**src/rtl/lmcr_pkg.sv**
```systemverilog
// Shared types, register codes and frame helpers for the LED-matrix chain refresh block.
// Used by every module of the block; depends on nothing.
package lmcr_pkg;

    localparam int unsigned CHAIN_LENGTH_DEFAULT = 4;
    localparam int unsigned MAX_CHAIN            = 4;
    localparam int unsigned QUEUE_DEPTH          = 4;
    localparam int unsigned BUF_DEPTH            = 32;

    localparam logic [2:0] ROW_LAST       = 3'd7;
    localparam logic [2:0] INIT_LAST_STEP = 3'd5;

    // Driver register addresses.
    localparam logic [7:0] REG_IDLE       = 8'h00;
    localparam logic [7:0] REG_DIGIT_BASE = 8'h01;
    localparam logic [7:0] REG_DECODE     = 8'h09;
    localparam logic [7:0] REG_BRIGHT     = 8'h0A;
    localparam logic [7:0] REG_ROW_SPAN   = 8'h0B;
    localparam logic [7:0] REG_POWER      = 8'h0C;
    localparam logic [7:0] REG_TEST       = 8'h0F;

    // Register data used by the setup sequence and the brightness clamp.
    localparam logic [7:0] DATA_OFF       = 8'h00;
    localparam logic [7:0] DATA_ON        = 8'h01;
    localparam logic [7:0] SCAN_ALL_ROWS  = 8'h07;
    localparam logic [7:0] INIT_INTENSITY = 8'h08;
    localparam logic [7:0] MAX_INTENSITY  = 8'd15;

    typedef enum logic [2:0] {
        OP_SET_PIXEL  = 3'd0,
        OP_SET_ROW    = 3'd1,
        OP_BRIGHTNESS = 3'd2,
        OP_REFRESH    = 3'd3,
        OP_CLEAR      = 3'd4,
        OP_INIT       = 3'd5
    } t_op;

    typedef enum logic [1:0] {
        ST_IDLE,
        ST_INIT,
        ST_RUN
    } t_state;

    typedef struct packed {
        t_op        op;
        logic [4:0] idx;
        logic [2:0] col;
        logic       pixel_on;
        logic [7:0] value;
    } t_cmd;

    // Same word in every populated chain position.
    function automatic logic [63:0] broadcast(input logic [15:0] word, input int unsigned n);
        logic [63:0] f;
        f = '0;
        for (int i = 0; i < MAX_CHAIN; i++) begin
            if (i < n) begin
                f[63 - 16*i -: 16] = word;
            end
        end
        return f;
    endfunction

    function automatic logic [15:0] init_word(input logic [2:0] step);
        logic [15:0] w;
        case (step)
            3'd0:    w = {REG_POWER, DATA_OFF};
            3'd1:    w = {REG_DECODE, DATA_OFF};
            3'd2:    w = {REG_ROW_SPAN, SCAN_ALL_ROWS};
            3'd3:    w = {REG_BRIGHT, INIT_INTENSITY};
            3'd4:    w = {REG_TEST, DATA_OFF};
            3'd5:    w = {REG_POWER, DATA_ON};
            default: w = {REG_IDLE, DATA_OFF};
        endcase
        return w;
    endfunction

endpackage

```
**src/rtl/led_matrix_chain_refresh.sv**
```systemverilog
// A brightness frame passes the command queue and the output register; a refresh frame passes
// the queue, the sequencer state and the output register. Buffer writes retire one per cycle while
// the sequencer is idle; refresh, clear and init frames come from the one-frame-per-cycle sequencer,
// which any output stall holds. A 4-entry command queue lets input continue during a refresh.
// Reset is synchronous, active low: it empties the queue, clears the pixel buffer at once
// and drops any pending output frame.
module led_matrix_chain_refresh #(
    parameter int unsigned CHAIN_LENGTH = lmcr_pkg::CHAIN_LENGTH_DEFAULT
) (
    input  logic        i_clk,
    input  logic        i_rst_n,
    input  logic        i_in_valid,
    output logic        o_in_stall,
    input  logic [2:0]  i_operation,
    input  logic [1:0]  i_device,
    input  logic [2:0]  i_row,
    input  logic [2:0]  i_col,
    input  logic        i_pixel_on,
    input  logic [7:0]  i_value,
    output logic        o_out_valid,
    input  logic        i_out_stall,
    output logic [63:0] o_frame,
    output logic        o_last_frame
);

    logic           push;
    logic           full;
    logic           pop;
    logic           empty;
    lmcr_pkg::t_cmd front_cmd;
    lmcr_pkg::t_cmd head_cmd;

    assign o_in_stall = full;

    lmcr_front #(.CHAIN_LENGTH(CHAIN_LENGTH)) u_front (
        .i_valid     (i_in_valid),
        .i_full      (full),
        .i_operation (i_operation),
        .i_device    (i_device),
        .i_row       (i_row),
        .i_col       (i_col),
        .i_pixel_on  (i_pixel_on),
        .i_value     (i_value),
        .o_push      (push),
        .o_cmd       (front_cmd)
    );

    lmcr_fifo u_fifo (
        .i_clk   (i_clk),
        .i_rst_n (i_rst_n),
        .i_push  (push),
        .i_data  (front_cmd),
        .o_full  (full),
        .i_pop   (pop),
        .o_data  (head_cmd),
        .o_empty (empty)
    );

    lmcr_back #(.CHAIN_LENGTH(CHAIN_LENGTH)) u_back (
        .i_clk        (i_clk),
        .i_rst_n      (i_rst_n),
        .i_empty      (empty),
        .i_cmd        (head_cmd),
        .o_pop        (pop),
        .o_valid      (o_out_valid),
        .i_stall      (i_out_stall),
        .o_frame      (o_frame),
        .o_last_frame (o_last_frame)
    );

endmodule

```
**src/rtl/lmcr_front.sv**
```systemverilog
// Front end: takes input transactions, drops ignored ones and turns the rest into commands.
// Depends on lmcr_pkg for the command type and operation codes.
module lmcr_front #(
    parameter int unsigned CHAIN_LENGTH = lmcr_pkg::CHAIN_LENGTH_DEFAULT
) (
    input  logic            i_valid,
    input  logic            i_full,
    input  logic [2:0]      i_operation,
    input  logic [1:0]      i_device,
    input  logic [2:0]      i_row,
    input  logic [2:0]      i_col,
    input  logic            i_pixel_on,
    input  logic [7:0]      i_value,
    output logic            o_push,
    output lmcr_pkg::t_cmd  o_cmd
);

    logic accept;
    logic in_chain;
    logic keep;

    assign accept   = i_valid && !i_full;
    assign in_chain = ({1'b0, i_device} < 3'(CHAIN_LENGTH));

    always_comb begin
        o_cmd.op       = lmcr_pkg::t_op'(i_operation);
        o_cmd.idx      = {i_device, i_row};
        o_cmd.col      = i_col;
        o_cmd.pixel_on = i_pixel_on;
        o_cmd.value    = i_value;
        keep           = 1'b0;
        case (lmcr_pkg::t_op'(i_operation))
            lmcr_pkg::OP_SET_PIXEL,
            lmcr_pkg::OP_SET_ROW: begin
                keep = in_chain;
            end
            lmcr_pkg::OP_BRIGHTNESS: begin
                keep = 1'b1;
                if (i_value > lmcr_pkg::MAX_INTENSITY) begin
                    o_cmd.value = lmcr_pkg::MAX_INTENSITY;
                end
            end
            lmcr_pkg::OP_REFRESH,
            lmcr_pkg::OP_CLEAR,
            lmcr_pkg::OP_INIT: begin
                keep = 1'b1;
            end
            default: begin
                keep = 1'b0;
            end
        endcase
    end

    assign o_push = accept && keep;

endmodule

```
**src/rtl/lmcr_fifo.sv**
```systemverilog
// Short command queue between the front end and the frame sequencer.
// Depends on lmcr_pkg for the command type and queue depth.
module lmcr_fifo (
    input  logic            i_clk,
    input  logic            i_rst_n,
    input  logic            i_push,
    input  lmcr_pkg::t_cmd  i_data,
    output logic            o_full,
    input  logic            i_pop,
    output lmcr_pkg::t_cmd  o_data,
    output logic            o_empty
);

    localparam int unsigned PW = $clog2(lmcr_pkg::QUEUE_DEPTH);
    localparam int unsigned CW = $clog2(lmcr_pkg::QUEUE_DEPTH + 1);

    lmcr_pkg::t_cmd r_mem [lmcr_pkg::QUEUE_DEPTH];
    logic [PW-1:0]  r_wr;
    logic [PW-1:0]  r_rd;
    logic [CW-1:0]  r_count;

    logic do_push;
    logic do_pop;

    assign o_full  = (r_count == CW'(lmcr_pkg::QUEUE_DEPTH));
    assign o_empty = (r_count == '0);
    assign do_push = i_push && !o_full;
    assign do_pop  = i_pop && !o_empty;
    assign o_data  = r_mem[r_rd];

    always_ff @(posedge i_clk) begin
        if (do_push) begin
            r_mem[r_wr] <= i_data;
        end
    end

    always_ff @(posedge i_clk) begin
        if (!i_rst_n) begin
            r_wr    <= '0;
            r_rd    <= '0;
            r_count <= '0;
        end else begin
            if (do_push) begin
                r_wr <= r_wr + PW'(1);
            end
            if (do_pop) begin
                r_rd <= r_rd + PW'(1);
            end
            if (do_push && !do_pop) begin
                r_count <= r_count + CW'(1);
            end else if (do_pop && !do_push) begin
                r_count <= r_count - CW'(1);
            end
        end
    end

endmodule

```
**src/rtl/lmcr_back.sv**
```systemverilog
// Back end: holds the pixel buffer and sequences the chain frames into an output register.
// Depends on lmcr_pkg for the command type, state type, register codes and frame helpers.
module lmcr_back #(
    parameter int unsigned CHAIN_LENGTH = lmcr_pkg::CHAIN_LENGTH_DEFAULT
) (
    input  logic            i_clk,
    input  logic            i_rst_n,
    input  logic            i_empty,
    input  lmcr_pkg::t_cmd  i_cmd,
    output logic            o_pop,
    output logic            o_valid,
    input  logic            i_stall,
    output logic [63:0]     o_frame,
    output logic            o_last_frame
);

    localparam logic [1:0] DEV_LAST = 2'(CHAIN_LENGTH - 1);

    lmcr_pkg::t_state r_state, n_state;
    logic [2:0]       r_step, n_step;
    logic [2:0]       r_row, n_row;
    logic [1:0]       r_dev, n_dev;
    logic             r_out_valid, n_out_valid;
    logic [63:0]      r_frame, n_frame;
    logic             r_last, n_last;
    logic [7:0]       r_pix [lmcr_pkg::BUF_DEPTH];

    logic       out_ready;
    logic [4:0] rd_idx;
    logic [7:0] rd_byte;
    logic [7:0] bit_mask;
    logic       pix_wr;
    logic       pix_clr;
    logic [7:0] pix_wdata;
    logic [15:0] digit_word;

    assign out_ready = !r_out_valid || !i_stall;
    // One read port: the refresh scan owns it while running, the queue head otherwise.
    assign rd_idx    = (r_state == lmcr_pkg::ST_RUN) ? {r_dev, r_row} : i_cmd.idx;
    assign rd_byte   = r_pix[rd_idx];
    assign bit_mask  = 8'd1 << i_cmd.col;
    assign digit_word = {lmcr_pkg::REG_DIGIT_BASE + {5'b0, r_row}, rd_byte};

    always_comb begin
        n_state     = r_state;
        n_step      = r_step;
        n_row       = r_row;
        n_dev       = r_dev;
        n_out_valid = r_out_valid && i_stall;
        n_frame     = r_frame;
        n_last      = r_last;
        o_pop       = 1'b0;
        pix_wr      = 1'b0;
        pix_clr     = 1'b0;
        pix_wdata   = i_cmd.value;
        case (r_state)
            lmcr_pkg::ST_IDLE: begin
                if (!i_empty) begin
                    case (i_cmd.op)
                        lmcr_pkg::OP_SET_PIXEL: begin
                            o_pop     = 1'b1;
                            pix_wr    = 1'b1;
                            pix_wdata = i_cmd.pixel_on ? (rd_byte | bit_mask)
                                                       : (rd_byte & ~bit_mask);
                        end
                        lmcr_pkg::OP_SET_ROW: begin
                            o_pop  = 1'b1;
                            pix_wr = 1'b1;
                        end
                        lmcr_pkg::OP_BRIGHTNESS: begin
                            if (out_ready) begin
                                o_pop       = 1'b1;
                                n_out_valid = 1'b1;
                                n_frame     = lmcr_pkg::broadcast(
                                    {lmcr_pkg::REG_BRIGHT, i_cmd.value}, CHAIN_LENGTH);
                                n_last      = 1'b1;
                            end
                        end
                        lmcr_pkg::OP_REFRESH: begin
                            o_pop   = 1'b1;
                            n_state = lmcr_pkg::ST_RUN;
                            n_row   = '0;
                            n_dev   = '0;
                        end
                        lmcr_pkg::OP_CLEAR: begin
                            o_pop   = 1'b1;
                            pix_clr = 1'b1;
                            n_state = lmcr_pkg::ST_RUN;
                            n_row   = '0;
                            n_dev   = '0;
                        end
                        lmcr_pkg::OP_INIT: begin
                            o_pop   = 1'b1;
                            n_state = lmcr_pkg::ST_INIT;
                            n_step  = '0;
                        end
                        default: begin
                            o_pop = 1'b1;
                        end
                    endcase
                end
            end
            lmcr_pkg::ST_INIT: begin
                if (out_ready) begin
                    n_out_valid = 1'b1;
                    n_frame     = lmcr_pkg::broadcast(lmcr_pkg::init_word(r_step),
                                                      CHAIN_LENGTH);
                    n_last      = 1'b0;
                    n_step      = r_step + 3'd1;
                    if (r_step == lmcr_pkg::INIT_LAST_STEP) begin
                        // The last setup step clears the whole buffer and starts the refresh scan.
                        pix_clr = 1'b1;
                        n_state = lmcr_pkg::ST_RUN;
                        n_row   = '0;
                        n_dev   = '0;
                    end
                end
            end
            lmcr_pkg::ST_RUN: begin
                if (out_ready) begin
                    n_out_valid = 1'b1;
                    n_frame     = {digit_word, 48'b0} >> {r_dev, 4'b0};
                    n_last      = (r_row == lmcr_pkg::ROW_LAST) && (r_dev == DEV_LAST);
                    if (r_dev == DEV_LAST) begin
                        n_dev = '0;
                        n_row = r_row + 3'd1;
                        if (r_row == lmcr_pkg::ROW_LAST) begin
                            n_state = lmcr_pkg::ST_IDLE;
                        end
                    end else begin
                        n_dev = r_dev + 2'd1;
                    end
                end
            end
            default: begin
                n_state = lmcr_pkg::ST_IDLE;
            end
        endcase
    end

    always_ff @(posedge i_clk) begin
        if (!i_rst_n) begin
            r_state     <= lmcr_pkg::ST_IDLE;
            r_out_valid <= 1'b0;
            r_step      <= '0;
            r_row       <= '0;
            r_dev       <= '0;
        end else begin
            r_state     <= n_state;
            r_out_valid <= n_out_valid;
            r_step      <= n_step;
            r_row       <= n_row;
            r_dev       <= n_dev;
        end
    end

    always_ff @(posedge i_clk) begin
        r_frame <= n_frame;
        r_last  <= n_last;
    end

    always_ff @(posedge i_clk) begin
        if (!i_rst_n || pix_clr) begin
            for (int i = 0; i < lmcr_pkg::BUF_DEPTH; i++) begin
                r_pix[i] <= '0;
            end
        end else if (pix_wr) begin
            r_pix[i_cmd.idx] <= pix_wdata;
        end
    end

    assign o_valid      = r_out_valid;
    assign o_frame      = r_frame;
    assign o_last_frame = r_last;

endmodule

```
**config.mk**
```make
export PLATFORM = sky130hd
export DESIGN_NAME = led_matrix_chain_refresh
export DESIGN_NICKNAME = d
export VERILOG_FILES = /design/src/rtl/lmcr_pkg.sv /design/src/rtl/led_matrix_chain_refresh.sv /design/src/rtl/lmcr_front.sv /design/src/rtl/lmcr_fifo.sv /design/src/rtl/lmcr_back.sv
export SDC_FILE = /design/constraint.sdc
export NUM_CORES = 1
export LEC_CHECK = 0
export BUFFER_PORTS_ARGS = -buffer_cell sky130_fd_sc_hd__buf_2
export CORE_MARGIN = 2
export CORE_UTILIZATION = 50
export CTS_CLUSTER_SIZE = 30
export DETAILED_ROUTE_END_ITERATION = 8
export HOLD_SLACK_MARGIN = 0.03
export PLACE_DENSITY_LB_ADDON = 0.05
export SLEW_MARGIN = 20
export SYNTH_ARGS = -nofsm -noshare
export SYNTH_HDL_FRONTEND = slang
export SYNTH_SLANG_ARGS = --single-unit
export TNS_END_PERCENT = 20
```
**constraint.sdc**
```tcl
create_clock -name i_clk -period 5.35 [get_ports i_clk]
set_input_delay 0.8025 -clock i_clk [delete_from_list [all_inputs] [get_ports i_clk]]
set_output_delay 0.8025 -clock i_clk [all_outputs]
set_load 0.02 [all_outputs]
```
# Yosys cells after proc, flatten, opt, wreduce, memory -nomap -nowiden
# Memory sizes are Yosys's and may differ from the RTL's. A register that Yosys moved wholly into a read port is not among the register bits.
# Cells that the tools add are included.
dict set report word_totals {
  reg_bits 83
  ramBits 336
  in_bits 24
  out_inout_bits 67
  elab_cells 169
  mem_count 2
}
dict set report op_classes {
  add_sub_neg 8
  magnitude_cmp 1
  eq_ne 31
  shift 2
  n_mux 77
  bitwise 3
  n_reduce_logical 35
}
# name words word_bits rd rd_ports_with_merged_regs write_ports line
set mem_list {}
lappend mem_list {u_back.r_pix 32 8 1 0 32 lmcr_back.sv:26} ;# logic [7:0] r_pix [lmcr_pkg::BUF_DEPTH];
lappend mem_list {u_fifo.r_mem 4 20 1 1 1 lmcr_fifo.sv:17} ;# lmcr_pkg::t_cmd r_mem [lmcr_pkg::QUEUE_DEPTH];
# operator n
set ops {}
lappend ops {{$mux W64} 5}
lappend ops {{$pmux W64 S3} 1}
lappend ops {{$pmux W12 S6} 1}
lappend ops {{$shr A64 B6 Y64} 1}
lappend ops {{$mux W8} 7}
lappend ops {{$mux W3} 11}
lappend ops {{$mux W1} 28}
lappend ops {{$mux W2} 14}
lappend ops {{$eq A3 B3 Y1 const B} 8}
lappend ops {{$eq A3 B2 Y1 const B} 6}
lappend ops {{$reduce_and A7 Y1} 2}
lappend ops {{$logic_not A3 Y1} 4}
lappend ops {{$ne A2 B2 Y1 const B} 6}
lappend ops {{$pmux W2 S3} 2}
lappend ops {{$reduce_and A6 Y1} 2}
lappend ops {{$mux W5} 2}
lappend ops {{$add A3 B1 Y3 const B} 3}
lappend ops {{$eq A3 B1 Y1 const B} 3}
lappend ops {{$pmux W3 S3} 1}
lappend ops {{$and A8 B8 Y8} 1}
lappend ops {{$gt A8 B4 Y1 const B} 1}
lappend ops {{$logic_and A1 B1 Y1} 8}
lappend ops {{$ne A2 B1 Y1 const B} 4}
lappend ops {{$not A8 Y8} 1}
lappend ops {{21 further kinds} 35}

# Depth between registers and ports, before layout
# Gate-level depths: netlist of run 1.
dict set report depth {
  word_depth 10
  mapped_depth 15
  mapped_depth_nobuf 12
}

# Hierarchy
# A second synthesis of run 1 with hierarchy kept.
dict set report unflattened {
  hier_cells 1698
  hier_area_um2 20145.6
}
# module instances cells_each area_each_um2 seq_area_each_um2
set by_module_without_submodules {}
lappend by_module_without_submodules {lmcr_back 1 1521 16597.2 9379.0}
lappend by_module_without_submodules {lmcr_fifo 1 152 3365.7 2582.5}
lappend by_module_without_submodules {lmcr_front 1 25 182.7 0.0}

# Worst setup path after synthesis of run 1
# Ideal clock, no wire load.
dict set report synth_path {
  path_type {register to register}
  from {reg u_back.r_state[0]}
  to {reg u_back.r_frame[0], in the netlist u_back.o_frame[0], enable pin}
  setup_time_ns 0.456
  arrival_time_ns 3.919
  t_required_ns 4.894
  slack_ns 0.976
  path_stages_with_launch 13
  n_path_buf 5
  period_less_slack_ns 4.374
  cell_sequence {dfxtp_1 inv_1 ha_1 buf_2 buf_2 clkbuf_1 clkbuf_1 buf_1 nor2_1 nor2_1 nor2_1 a21oi_1 nor2_1}
}
dict set report synth_between {
  elab_chain_len 3
  word_cells_on_any_way 10
  classes_between {eq/ne (7); reduce/logical (3)}
}
# item line
set synth_rtl {}
lappend synth_rtl {{start: declaration} lmcr_back.sv:19} ;# lmcr_pkg::t_state r_state, n_state;
lappend synth_rtl {{start signal: assignment} lmcr_back.sv:143} ;# r_state <= lmcr_pkg::ST_IDLE;
lappend synth_rtl {{start signal: assignment} lmcr_back.sv:149} ;# r_state <= n_state;
lappend synth_rtl {{$eq A2 B2 Y1 (tied with other cells)} lmcr_back.sv:56} ;# case (r_state)
lappend synth_rtl {{$ne A2 B1 Y1 (no source line) (tied with other cells)} -}
lappend synth_rtl {{$reduce_and A6 Y1 (no source line) (*)} -}
lappend synth_rtl {{end signal: assignment} lmcr_back.sv:158} ;# r_frame <= n_frame;
lappend synth_rtl {{end: declaration} lmcr_back.sv:24} ;# logic [63:0] r_frame, n_frame;
# Every way passes the cells marked *; elsewhere a longest branch is shown, timed or not.
# A chain may end at the register's enable or synchronous reset.

==> impl_results.md, run 1 <==
* Outcome: complete, no violations
* Hold WC Path Type: input pin to register
* Die X-Extent at 207.6 µm
* Postcts setup bufs at 0
* Overall fraction of global-route tracks in use at 31.84%
* Number of antenna violations at the first check in global routing at 0
* Category of the most critical setup path: register to register
* Worst flop-to-flop path endpoint: u_back.r_pix[8][3]$_SDFFCE_PN0P_
* Xor/xnor cell area share of the yosys netlist at 0.2113%
* DRC violation count after routing at 0
* Fin Setup TNS at 0 ps
* Register area at 11,960 µm²
* Row cnt at 74
* Combined buffer and inverter count along the critical path at 2
* Share of final-layout standard cells stronger than drive strength 1 at 18.37%
* Startpoint type of the worst setup path: register
* CP Cell Sequence: inv_1, ha_2, nand2b_1, o221ai_1, and2_1, nand4b_1, o221ai_1, nor4_2, a2111oi_4, buf_4, nor3_1
* Final hold viol count at 0
* Instance count on the critical path at 11
* Total number of clock tree sinks at 405
* Highest Clock Rate at 213.3 MHz
* Reg2Reg Setup Slack at 660 ps
* Post-layout instance count excluding filler cells at 2,476
* Pin count of the biggest net entering global routing at 43
* Core Region at 40,830 µm²
* Synthesized-area fraction occupied by and/or/nand/nor cells at 14.72%
* Largest vdd supply drop at 0.0004650 V
* Root buf cell: sky130_fd_sc_hd__clkbuf_16
* Post-Synth Adder-Cell Area at 1.123%
* CP dominant cell by count: sky130_fd_sc_hd__o221ai_1
* Final critical path time including I/O delays and setup at 4687 ps
* Area Growth Syn to Fin at 12.31%
* Final setup violation count at 0
* Average wire per cell in the routed design at 27.84 µm
* Clock latency of the later-clocked register in the worst-skew pair at 580 ps
* Capture point of the critical path: u_back.r_pix[8][3]$_SDFFCE_PN0P_
* Compound-gate portion of the synthesized area at 15.09%
* Flip-flop and latch count after synthesis at 405
* Final RePlAce weighted congestion at 0.9704
* Final global-route overflow total at 0
* Period utilisation layout at 87.61%
* DRC violation total after the first TritonRoute iteration at 1,895
* Nature of the critical path endpoint: register
* Number of global-route vias before repair at 15,516
* Largest area contributor in the synthesized netlist: sky130_fd_sc_hd__edfxtp_1
* Multi-input logic area at 8000 µm²
* Cell at the slowest stage of the critical path: sky130_fd_sc_hd__o221ai_1
* Clock Skew at 17.27 ps
* Proportion of synthesized chip area in sequential cells at 57.72%
* Number of antenna-violating nets in the routed design at 0
* Global-route wire length before repair at 102,200 µm
* Area contributors post-synth: sky130_fd_sc_hd__edfxtp_1 56%, sky130_fd_sc_hd__nand2_1 4.0%, sky130_fd_sc_hd__mux2i_1 3.7%, sky130_fd_sc_hd__nor2_1 3.2%, sky130_fd_sc_hd__a21oi_1 3.1%
* Vias after detailed routing at 16,061
* Total standard cell area after synthesis at 20,720 µm²
* Die Span Y at 207.6 µm
* Final routed wirelength across all metal layers at 68,930 µm
* Relative slew slack at 26.89%
* Port Buffers at 74
* Biggest fanout along the worst timing path at 20
* Post-synthesis average cell area at 11.40 µm²
* Reported leakage power at 8.165 nW
* Max Transition Viols Final at 0
* RSZ-0062 raised after global routing: false
* Leading register cell type out of synthesis: sky130_fd_sc_hd__edfxtp_1
* Critical Path RT at 5660 ps
* Most used standard cell by instance count after synthesis: sky130_fd_sc_hd__edfxtp_1
* Count of nets after finishing at 1,949
* EDFF count, synth at 385
* Beginning of the critical path: u_back.r_state[0]$_SDFFE_PN0P_
* Vias per Instance at 6.487
* Cell family with the largest share of critical-path delay: compound AO/OA/AOI/OAI gates
* Number of buffers created by CTS at 44
* Main combinational cell family by area after synthesis: compound AO/OA/AOI/OAI gates
* Post-CTS Hold Buffers at 0
* Post-detail-place hpwl at 47,420 µm
* Proportion of netlist area held by the largest area contributor at 55.78%
* Drt pass-1 iters at 6
* Clock transition at the registers of the reported paths at 60 ps
* Source of the worst register-to-register timing path: u_back.r_state[0]$_SDFFE_PN0P_
* End-of-flow core utilization at 57.00%
* Fraction of registers with async set/reset at 0%
* Total of max-cap violations at 0
* Placed cells at 2,392
* Number of fillers in the final layout at 3,481
* Delay of the slowest critical-path stage at 920 ps
* Worst Hold Path Cells at 1
* Power per Cell Area at 581.4 nW/µm²
* Count of boundary I/O pins at 91
* Slew at the pin closest to its max-slew limit at 1097 ps
* Starting Density at 50.76%
* Share of synthesized area spent on multiplexers at 6.774%
* CP Data Arrival Time at 4990 ps
* List of most frequent post-synthesis cells: 385 x sky130_fd_sc_hd__edfxtp_1, 220 x sky130_fd_sc_hd__nand2_1, 178 x sky130_fd_sc_hd__nor2_1
* Deepest level of the CTS H-tree at 2
* Maximum clock insertion buffer count at 3
* Synthesized instance count at 1,818
* Logic depth of the worst register-to-register path at 11
* Total die area at 43,090 µm²
* Post-cts gate resize count at 0
* Unique masters post-synth at 88
* Number of warnings printed during yosys synthesis at 0
* TritonCTS clock tree: built
-- placed cells by master, fill, tap and decap left out, types with 8 or more instances in the layout --
master / Yosys / routed
sky130_fd_sc_hd__inv_1: 21 / 21
sky130_fd_sc_hd__clkbuf_16: 0 / 45
sky130_fd_sc_hd__a211oi_1: 33 / 33
sky130_fd_sc_hd__mux4_2: 19 / 19
sky130_fd_sc_hd__buf_2: 39 / 74
sky130_fd_sc_hd__dfxtp_1: 20 / 18
sky130_fd_sc_hd__nor2_1: 178 / 175
sky130_fd_sc_hd__nand4_1: 14 / 14
sky130_fd_sc_hd__nor2b_1: 16 / 16
sky130_fd_sc_hd__edfxtp_1: 385 / 385
sky130_fd_sc_hd__a211oi_2: 32 / 31
sky130_fd_sc_hd__and2_1: 21 / 18
sky130_fd_sc_hd__or2_2: 10 / 10
sky130_fd_sc_hd__nand3_1: 70 / 70
sky130_fd_sc_hd__ha_1: 17 / 16
sky130_fd_sc_hd__clkinv_2: 0 / 10
sky130_fd_sc_hd__nor3_1: 76 / 76
sky130_fd_sc_hd__conb_1: 1 / 16
sky130_fd_sc_hd__buf_4: 32 / 97
sky130_fd_sc_hd__a21oi_1: 127 / 125
sky130_fd_sc_hd__o221ai_1: 12 / 12
sky130_fd_sc_hd__clkinv_1: 3 / 10
sky130_fd_sc_hd__nand2_1: 220 / 220
sky130_fd_sc_hd__mux2_2: 15 / 15
sky130_fd_sc_hd__clkbuf_1: 60 / 9
sky130_fd_sc_hd__o22ai_1: 10 / 10
sky130_fd_sc_hd__a31oi_1: 17 / 17
sky130_fd_sc_hd__mux2i_1: 77 / 76
sky130_fd_sc_hd__a32oi_1: 8 / 8
sky130_fd_sc_hd__o21ai_0: 79 / 79
sky130_fd_sc_hd__nand2b_1: 24 / 24
sky130_fd_sc_hd__a211o_1: 9 / 9
sky130_fd_sc_hd__o211ai_1: 37 / 37
-- sequential cells by signal, summed over array words and instances, names as in the netlist, 2 cells and up, named ones only --
| name | count |
|---|---|
| u_back.o_frame | 48 |
| u_back.r_dev | 2 |
| u_back.r_pix | 256 |
| u_back.r_row | 3 |
| u_back.r_state | 2 |
| u_back.r_step | 3 |
| u_fifo.r_count | 3 |
| u_fifo.r_mem | 80 |
| u_fifo.r_rd | 2 |
| u_fifo.r_wr | 2 |
-- area by class of cell --
| class | instances | share of cell area, % |
|---|---|---|
| Sequential cell | 405 | 51.40 |
| Multi-Input combinational cell | 1257 | 34.37 |
| Clock buffer | 55 | 5.042 |
| Timing Repair Buffer | 174 | 4.956 |
| Tap cell | 532 | 2.860 |
| Clock inverter | 27 | 0.9568 |
| Inverter | 25 | 0.4032 |
| Antenna cell | 1 | 0.01075 |
-- worst min path at each step --
stage          slack, ps                              to                      startpoint
2_1_floorplan        470  u_fifo.r_count[2]$_SDFFE_PN0P_  u_fifo.r_count[2]$_SDFFE_PN0P_
3_3_place_gp         480   u_back.r_step[1]$_SDFFE_PN0P_   u_back.r_step[1]$_SDFFE_PN0P_
3_5_place_dp         490   u_back.r_step[1]$_SDFFE_PN0P_   u_back.r_step[1]$_SDFFE_PN0P_
4_1_cts              420   u_fifo.r_mem[1][11]$_DFFE_PP_                        i_col[2]
5_1_grt              430    u_fifo.r_mem[1][9]$_DFFE_PP_                        i_col[0]
6_report             450   u_fifo.r_mem[0][11]$_DFFE_PP_                        i_col[2]
-- where the power goes --
group | internal [W] | total (W) | switching (W)
registers | 0.00412 | 0.00436 | 0.000239
logic | 0.00166 | 0.00618 | 0.00452
clock network | 0.00171 | 0.00299 | 0.00128
-- worst register-to-register path, cell delays in order (launching register included) --
cell and delay, ps:
sky130_fd_sc_hd__dfxtp_1 370, sky130_fd_sc_hd__inv_1 80, sky130_fd_sc_hd__ha_2 320, sky130_fd_sc_hd__nand2b_1 330, sky130_fd_sc_hd__o221ai_1 920, sky130_fd_sc_hd__and2_1 550, sky130_fd_sc_hd__nand4b_1 220, sky130_fd_sc_hd__o221ai_1 160
sky130_fd_sc_hd__nor4_2 100, sky130_fd_sc_hd__a2111oi_4 870, sky130_fd_sc_hd__buf_4 410, sky130_fd_sc_hd__nor3_1 90
-- kinds of logic after synthesis --
kind of cell	count (synthesis)
flip-flops	405
AO/OA/AOI/OAI	440
other	1
buffers and inverters	171
AND/OR/NAND/NOR	665
adder cells (fa/ha/maj)	18
multiplexers	113
XOR/XNOR	5
-- layer usage --
| layer | GRT usage (%) | vias to the layer above | part of all wire (%) |
|---|---|---|---|
| li1 | - | 7033 | - |
| met1 | 44.20 | 7926 | 41 |
| met2 | 47.82 | 921 | 44 |
| met3 | 7.247 | 181 | 10 |
| met4 | 14.66 | 0 | 4.8 |
| met5 | 0 | - | 0 |
-- metrics by stage --
step                      hold slack, ps  total power (W)  worst slack, ps  area (µm²)
after CTS                          417.3          0.01344            807.8       23250
after floorplan                    466.9         0.008216            976.0       20780
after global routing               430.2          0.01402            542.4       23270
final                              445.8          0.01353            662.6       23280
after detailed placement           492.0          0.01045            827.3       21860
after global placement             484.0          0.01039            782.3       21860
(Power assumes the default switching activity.)
==> inputs of run 2 (changes only) <==
ABC_AREA = 1   (was default)
==> run 2 against run 1 <==
Global-route usage down 6.0 points. Critical path type unchanged. Highest routed layer unchanged. First-iteration DRC count down 26%. Die area down 7.7%. Sequential cell count unchanged.
==> impl_results.md, run 2 <==
* Fin Setup TNS at 0 ps (unchanged)
* Number of antenna violations at the first check in global routing at 0 (unchanged)
* Leading register cell type out of synthesis: sky130_fd_sc_hd__edfxtp_1
* Nature of the critical path endpoint: register
* RSZ-0062 raised after global routing: false
* P_sw at 0.006139 W (+1.6%)
* Clock transition at the registers of the reported paths at 60 ps (about the same)
* Place WS at 778.5 ps (-48.81 ps)
* Fraction of registers with async set/reset at 0% (unchanged)
* Number of buffers created by CTS at 43 (-2.3%)
* Most used standard cell by instance count after synthesis: sky130_fd_sc_hd__nand2_1
* Area contributors post-synth: sky130_fd_sc_hd__edfxtp_1 61%, sky130_fd_sc_hd__nand2_1 9.3%, sky130_fd_sc_hd__nand3_1 8.9%, sky130_fd_sc_hd__nor2_1 6.1%, sky130_fd_sc_hd__inv_1 3.5%
* Vias after detailed routing at 14,132 (-12%)
* DRC violation total after the first TritonRoute iteration at 1,403 (-26%)
* CP Data Arrival Time at 5060 ps (+70 ps)
* Delay of the slowest critical-path stage at 710 ps (-210 ps)
* Combined buffer and inverter count along the critical path at 5 (+3)
* EDFF count, synth at 385 (unchanged)
* Most common cell after layout, fill and taps aside: sky130_fd_sc_hd__nand2_1
* Reported leakage power at 8.786 nW (+7.6%)
* Post-cts gate resize count at 0 (unchanged)
* Antenna diode instance count at 0 (-1)
* Count of boundary I/O pins at 91 (unchanged)
* TritonCTS clock tree: built
* Capture point of the critical path: u_back.r_pix[10][7]$_SDFFCE_PN0P_
* Combinational fraction of design power at 45.2% (-0.5 points)
* Total die area at 39,780 µm² (-7.7%)
* Core Region at 37,670 µm² (-7.8%)
* Synthesized instance count at 1,992 (+9.6%)
* Period utilisation layout at 89.26% (+1.6 points)
* Total of max-cap violations at 0 (unchanged)
* End-of-flow core utilization at 56.53% (-0.48 points)
* Clock latency of the later-clocked register in the worst-skew pair at 580 ps (about the same)
* Source of the worst register-to-register timing path: u_back.r_state[0]$_SDFFE_PN0P_
* CP dominant cell by count: sky130_fd_sc_hd__nand3_1
* Clock Skew at 25.01 ps (+7.739 ps)
* Post-place instance area at 19,870 µm² (-9.1%)
* Die Span Y at 199.4 µm (-3.9%)
* Logic depth of the worst register-to-register path at 16 (+5)
* Area Growth Syn to Fin at 11.48%
* Reg2Reg Setup Slack at 570 ps (-90 ps)
* Highest-count cells in the layout ignoring fill and taps: 469 x sky130_fd_sc_hd__nand2_1, 385 x sky130_fd_sc_hd__edfxtp_1, 338 x sky130_fd_sc_hd__nand3_1, 308 x sky130_fd_sc_hd__nor2_1, 179 x sky130_fd_sc_hd__inv_1
* Final worst hold slack at 451.7 ps (+5.904 ps)
* Part of the power in the clock network at 22.2% (about the same)
* Flip-flop count of the largest register after layout at 256 (unchanged)
* Unique masters post-synth at 37 (-58%)
* Final routed wirelength across all metal layers at 50,290 µm (-27%)
* List of most frequent post-synthesis cells: 472 x sky130_fd_sc_hd__nand2_1, 385 x sky130_fd_sc_hd__edfxtp_1, 339 x sky130_fd_sc_hd__nand3_1
* Number of antenna-violating nets in the routed design at 0 (unchanged)
* Starting Density at 50.71% (about the same)
* Beginning of the critical path: u_back.r_state[0]$_SDFFE_PN0P_
* Post-synthesis average cell area at 9.588 µm² (-16%)
* Root buf cell: sky130_fd_sc_hd__clkbuf_16
* Share of final-layout standard cells stronger than drive strength 1 at 9.995% (-8.4 points)
* Average wire per cell in the routed design at 19.48 µm (-30%)
* Number of warnings printed during yosys synthesis at 0 (unchanged)
* Final hold viol count at 0 (unchanged)
* Max Transition Viols Final at 0 (unchanged)
* Category of the most critical setup path: register to register
* Vias per Instance at 5.473 (-16%)
* Outcome: complete, no violations
* Worst Slack Setup Final at 574.7 ps (-87.89 ps)
* Row cnt at 71 (-4.1%)
* Port Buffers at 74 (unchanged)
* Post-detail-place hpwl at 32,280 µm (-32%)
* Power per Cell Area at 643.3 nW/µm² (+11%)
* Largest vdd supply drop at 0.0005906 V (+27%)
* Maximum clock insertion buffer count at 3 (unchanged)
* Final RePlAce weighted congestion at 0.8595 (-11%)
* Largest area contributor in the synthesized netlist: sky130_fd_sc_hd__edfxtp_1
* Startpoint type of the worst setup path: register
* Number of global-route vias before repair at 13,274 (-14%)
* Postcts setup bufs at 0 (unchanged)
* Hold WC Path Type: input pin to register
* Deepest level of the CTS H-tree at 2 (unchanged)
* Relative contribution of sequential cells to total power at 32.6% (+0.4 points)
* Flip-flop and latch count after synthesis at 405 (unchanged)
* CP Cell Sequence: inv_1, ha_1, inv_1, or2_2, nand2_2, clkinv_2, buf_4, nand2_1, nand3_1, nand3_1, nand3_1, nand3_1, nand2_1, nand2_1, buf_4, nor2_1
* DRC violation count after routing at 0 (unchanged)
* Internal power component at 0.007558 W (+0.96%)
* Proportion of synthesized chip area in sequential cells at 62.63% (+4.9 points)
* Die X-Extent at 199.4 µm (-3.9%)
* Pin count of the biggest net entering global routing at 65 (+51%)
* Biggest fanout along the worst timing path at 53 (+170%)
* Cell family with the largest share of critical-path delay: buffers and inverters
* Highest Clock Rate at 209.4 MHz (-1.8%)
* Slew at the pin closest to its max-slew limit at 1212 ps (+115.5 ps)
* Global-route wire length before repair at 76,750 µm (-25%)
* Largest register by flop count: u_back.r_pix
* Post-CTS Hold Buffers at 0 (unchanged)
* Total standard cell area after synthesis at 19,100 µm² (-7.8%)
* Final global-route overflow total at 0 (unchanged)
* Overall fraction of global-route tracks in use at 25.80% (-6.0 points)
* Cell at the slowest stage of the critical path: sky130_fd_sc_hd__clkinv_2
* Final std cell area, no fill at 21,290 µm² (-8.5%)
* Relative slew slack at 18.89% (-8.0 points)
* Final setup violation count at 0 (unchanged)
* Critical Path RT at 5640 ps (-20 ps)
* Instance count on the critical path at 16 (+5)
* Sw frac at 44.82% (+0.15 points)
* Worst flop-to-flop path endpoint: u_back.r_pix[10][7]$_SDFFCE_PN0P_
* Final critical path time including I/O delays and setup at 4775 ps (+87.89 ps)
* Drt pass-1 iters at 6 (unchanged)
* Total number of clock tree sinks at 405 (unchanged)
* Count of nets after finishing at 2,080 (+6.7%)
* Proportion of netlist area held by the largest area contributor at 60.53% (+4.7 points)
run 2: changes by cell type after synthesis, moves of 21 or more:
| cell | previous run | this run |
|---|---|---|
| sky130_fd_sc_hd__o21ai_0 | 79 | 36 |
| sky130_fd_sc_hd__a21oi_1 | 127 | 33 |
| sky130_fd_sc_hd__nand2_1 | 220 | 472 |
| sky130_fd_sc_hd__a211oi_1 | 33 | 2 |
| sky130_fd_sc_hd__and2_1 | 21 | 0 |
| sky130_fd_sc_hd__a211oi_2 | 32 | 0 |
| sky130_fd_sc_hd__nand2b_1 | 24 | 0 |
| sky130_fd_sc_hd__nand3_1 | 70 | 339 |
| sky130_fd_sc_hd__mux2i_1 | 77 | 0 |
| sky130_fd_sc_hd__nor3_1 | 76 | 5 |
| sky130_fd_sc_hd__clkbuf_1 | 60 | 38 |
| sky130_fd_sc_hd__o211ai_1 | 37 | 2 |
| sky130_fd_sc_hd__inv_1 | 21 | 179 |
| sky130_fd_sc_hd__nor2_1 | 178 | 312 |
run 2: through the flow:
stage	total power (W)	instances
2_1_floorplan	0.008506	2007
3_3_place_gp	0.01061	2504
3_5_place_dp	0.01067	2504
4_1_cts	0.01371	2582
5_1_grt	0.01448	2582
6_report	0.01370	2582
run 2: worst reg2reg max path, delay by kind of cell (launching register included):
family	cells	cell delay, ps
DFF	1	340
and+or+nand+nor	10	1550
buffers and inverters	5	2110
adders and majority gates	1	530
run 2: worst min path at each step:
stage / slack (ps) / endpoint / cells after the start / start
2_1_floorplan: 440 / register / 2 / u_fifo.r_rd[1]$_SDFFE_PN0P_
3_3_place_gp: 460 / u_fifo.r_rd[0]$_SDFFE_PN0P_ / 1 / u_fifo.r_rd[0]$_SDFFE_PN0P_
3_5_place_dp: 470 / u_fifo.r_rd[1]$_SDFFE_PN0P_ / 2 / u_fifo.r_rd[1]$_SDFFE_PN0P_
4_1_cts: 420 / u_fifo.r_mem[2][10]$_DFFE_PP_ / 1 / i_col[1]
5_1_grt: 450 / u_fifo.r_mem[0][11]$_DFFE_PP_ / 1 / i_col[2]
6_report: 450 / u_fifo.r_mem[3][11]$_DFFE_PP_ / 1 / i_col[2]
run 2: power groups by stage:
stage	Combinational [W]	Clock [W]	Sequential, W
floorplan	0.00377	0	0.00474
global placement	0.00608	0	0.00453
detailed placement	0.00614	0	0.00453
CTS	0.00616	0.00308	0.00447
global route	0.00676	0.00319	0.00452
finish	0.00619	0.00304	0.00446
run 2: kinds of logic after synthesis:
kind of cell,count (synthesis),synth area share [%]
flip-flops,405,62.63
AND/OR/NAND/NOR,1171,26.53
AO/OA/AOI/OAI,94,2.830
other,1,0.01963
adder cells (fa/ha/maj),18,1.218
XOR/XNOR,1,0.04586
buffers and inverters,302,6.728
run 2: cell type report:
class,instances,area (µm²)
tap,511,639.4
clock inverter,21,229.0
timing repair buffer,104,620.6
sequential,405,11960
clock buffer,57,1191
fill,3331,16370
multi-input combinational,1300,5958
inverter,184,691.9
run 2: routing by layer:
layer  routed length (µm)  part of all wire (%)  GRT usage, %
met1                22740                    45         38.17
met2                21900                    44         37.95
met3                 4252                   8.5         5.485
met4                 1393                   2.8         8.477
met5                    0                     0             0
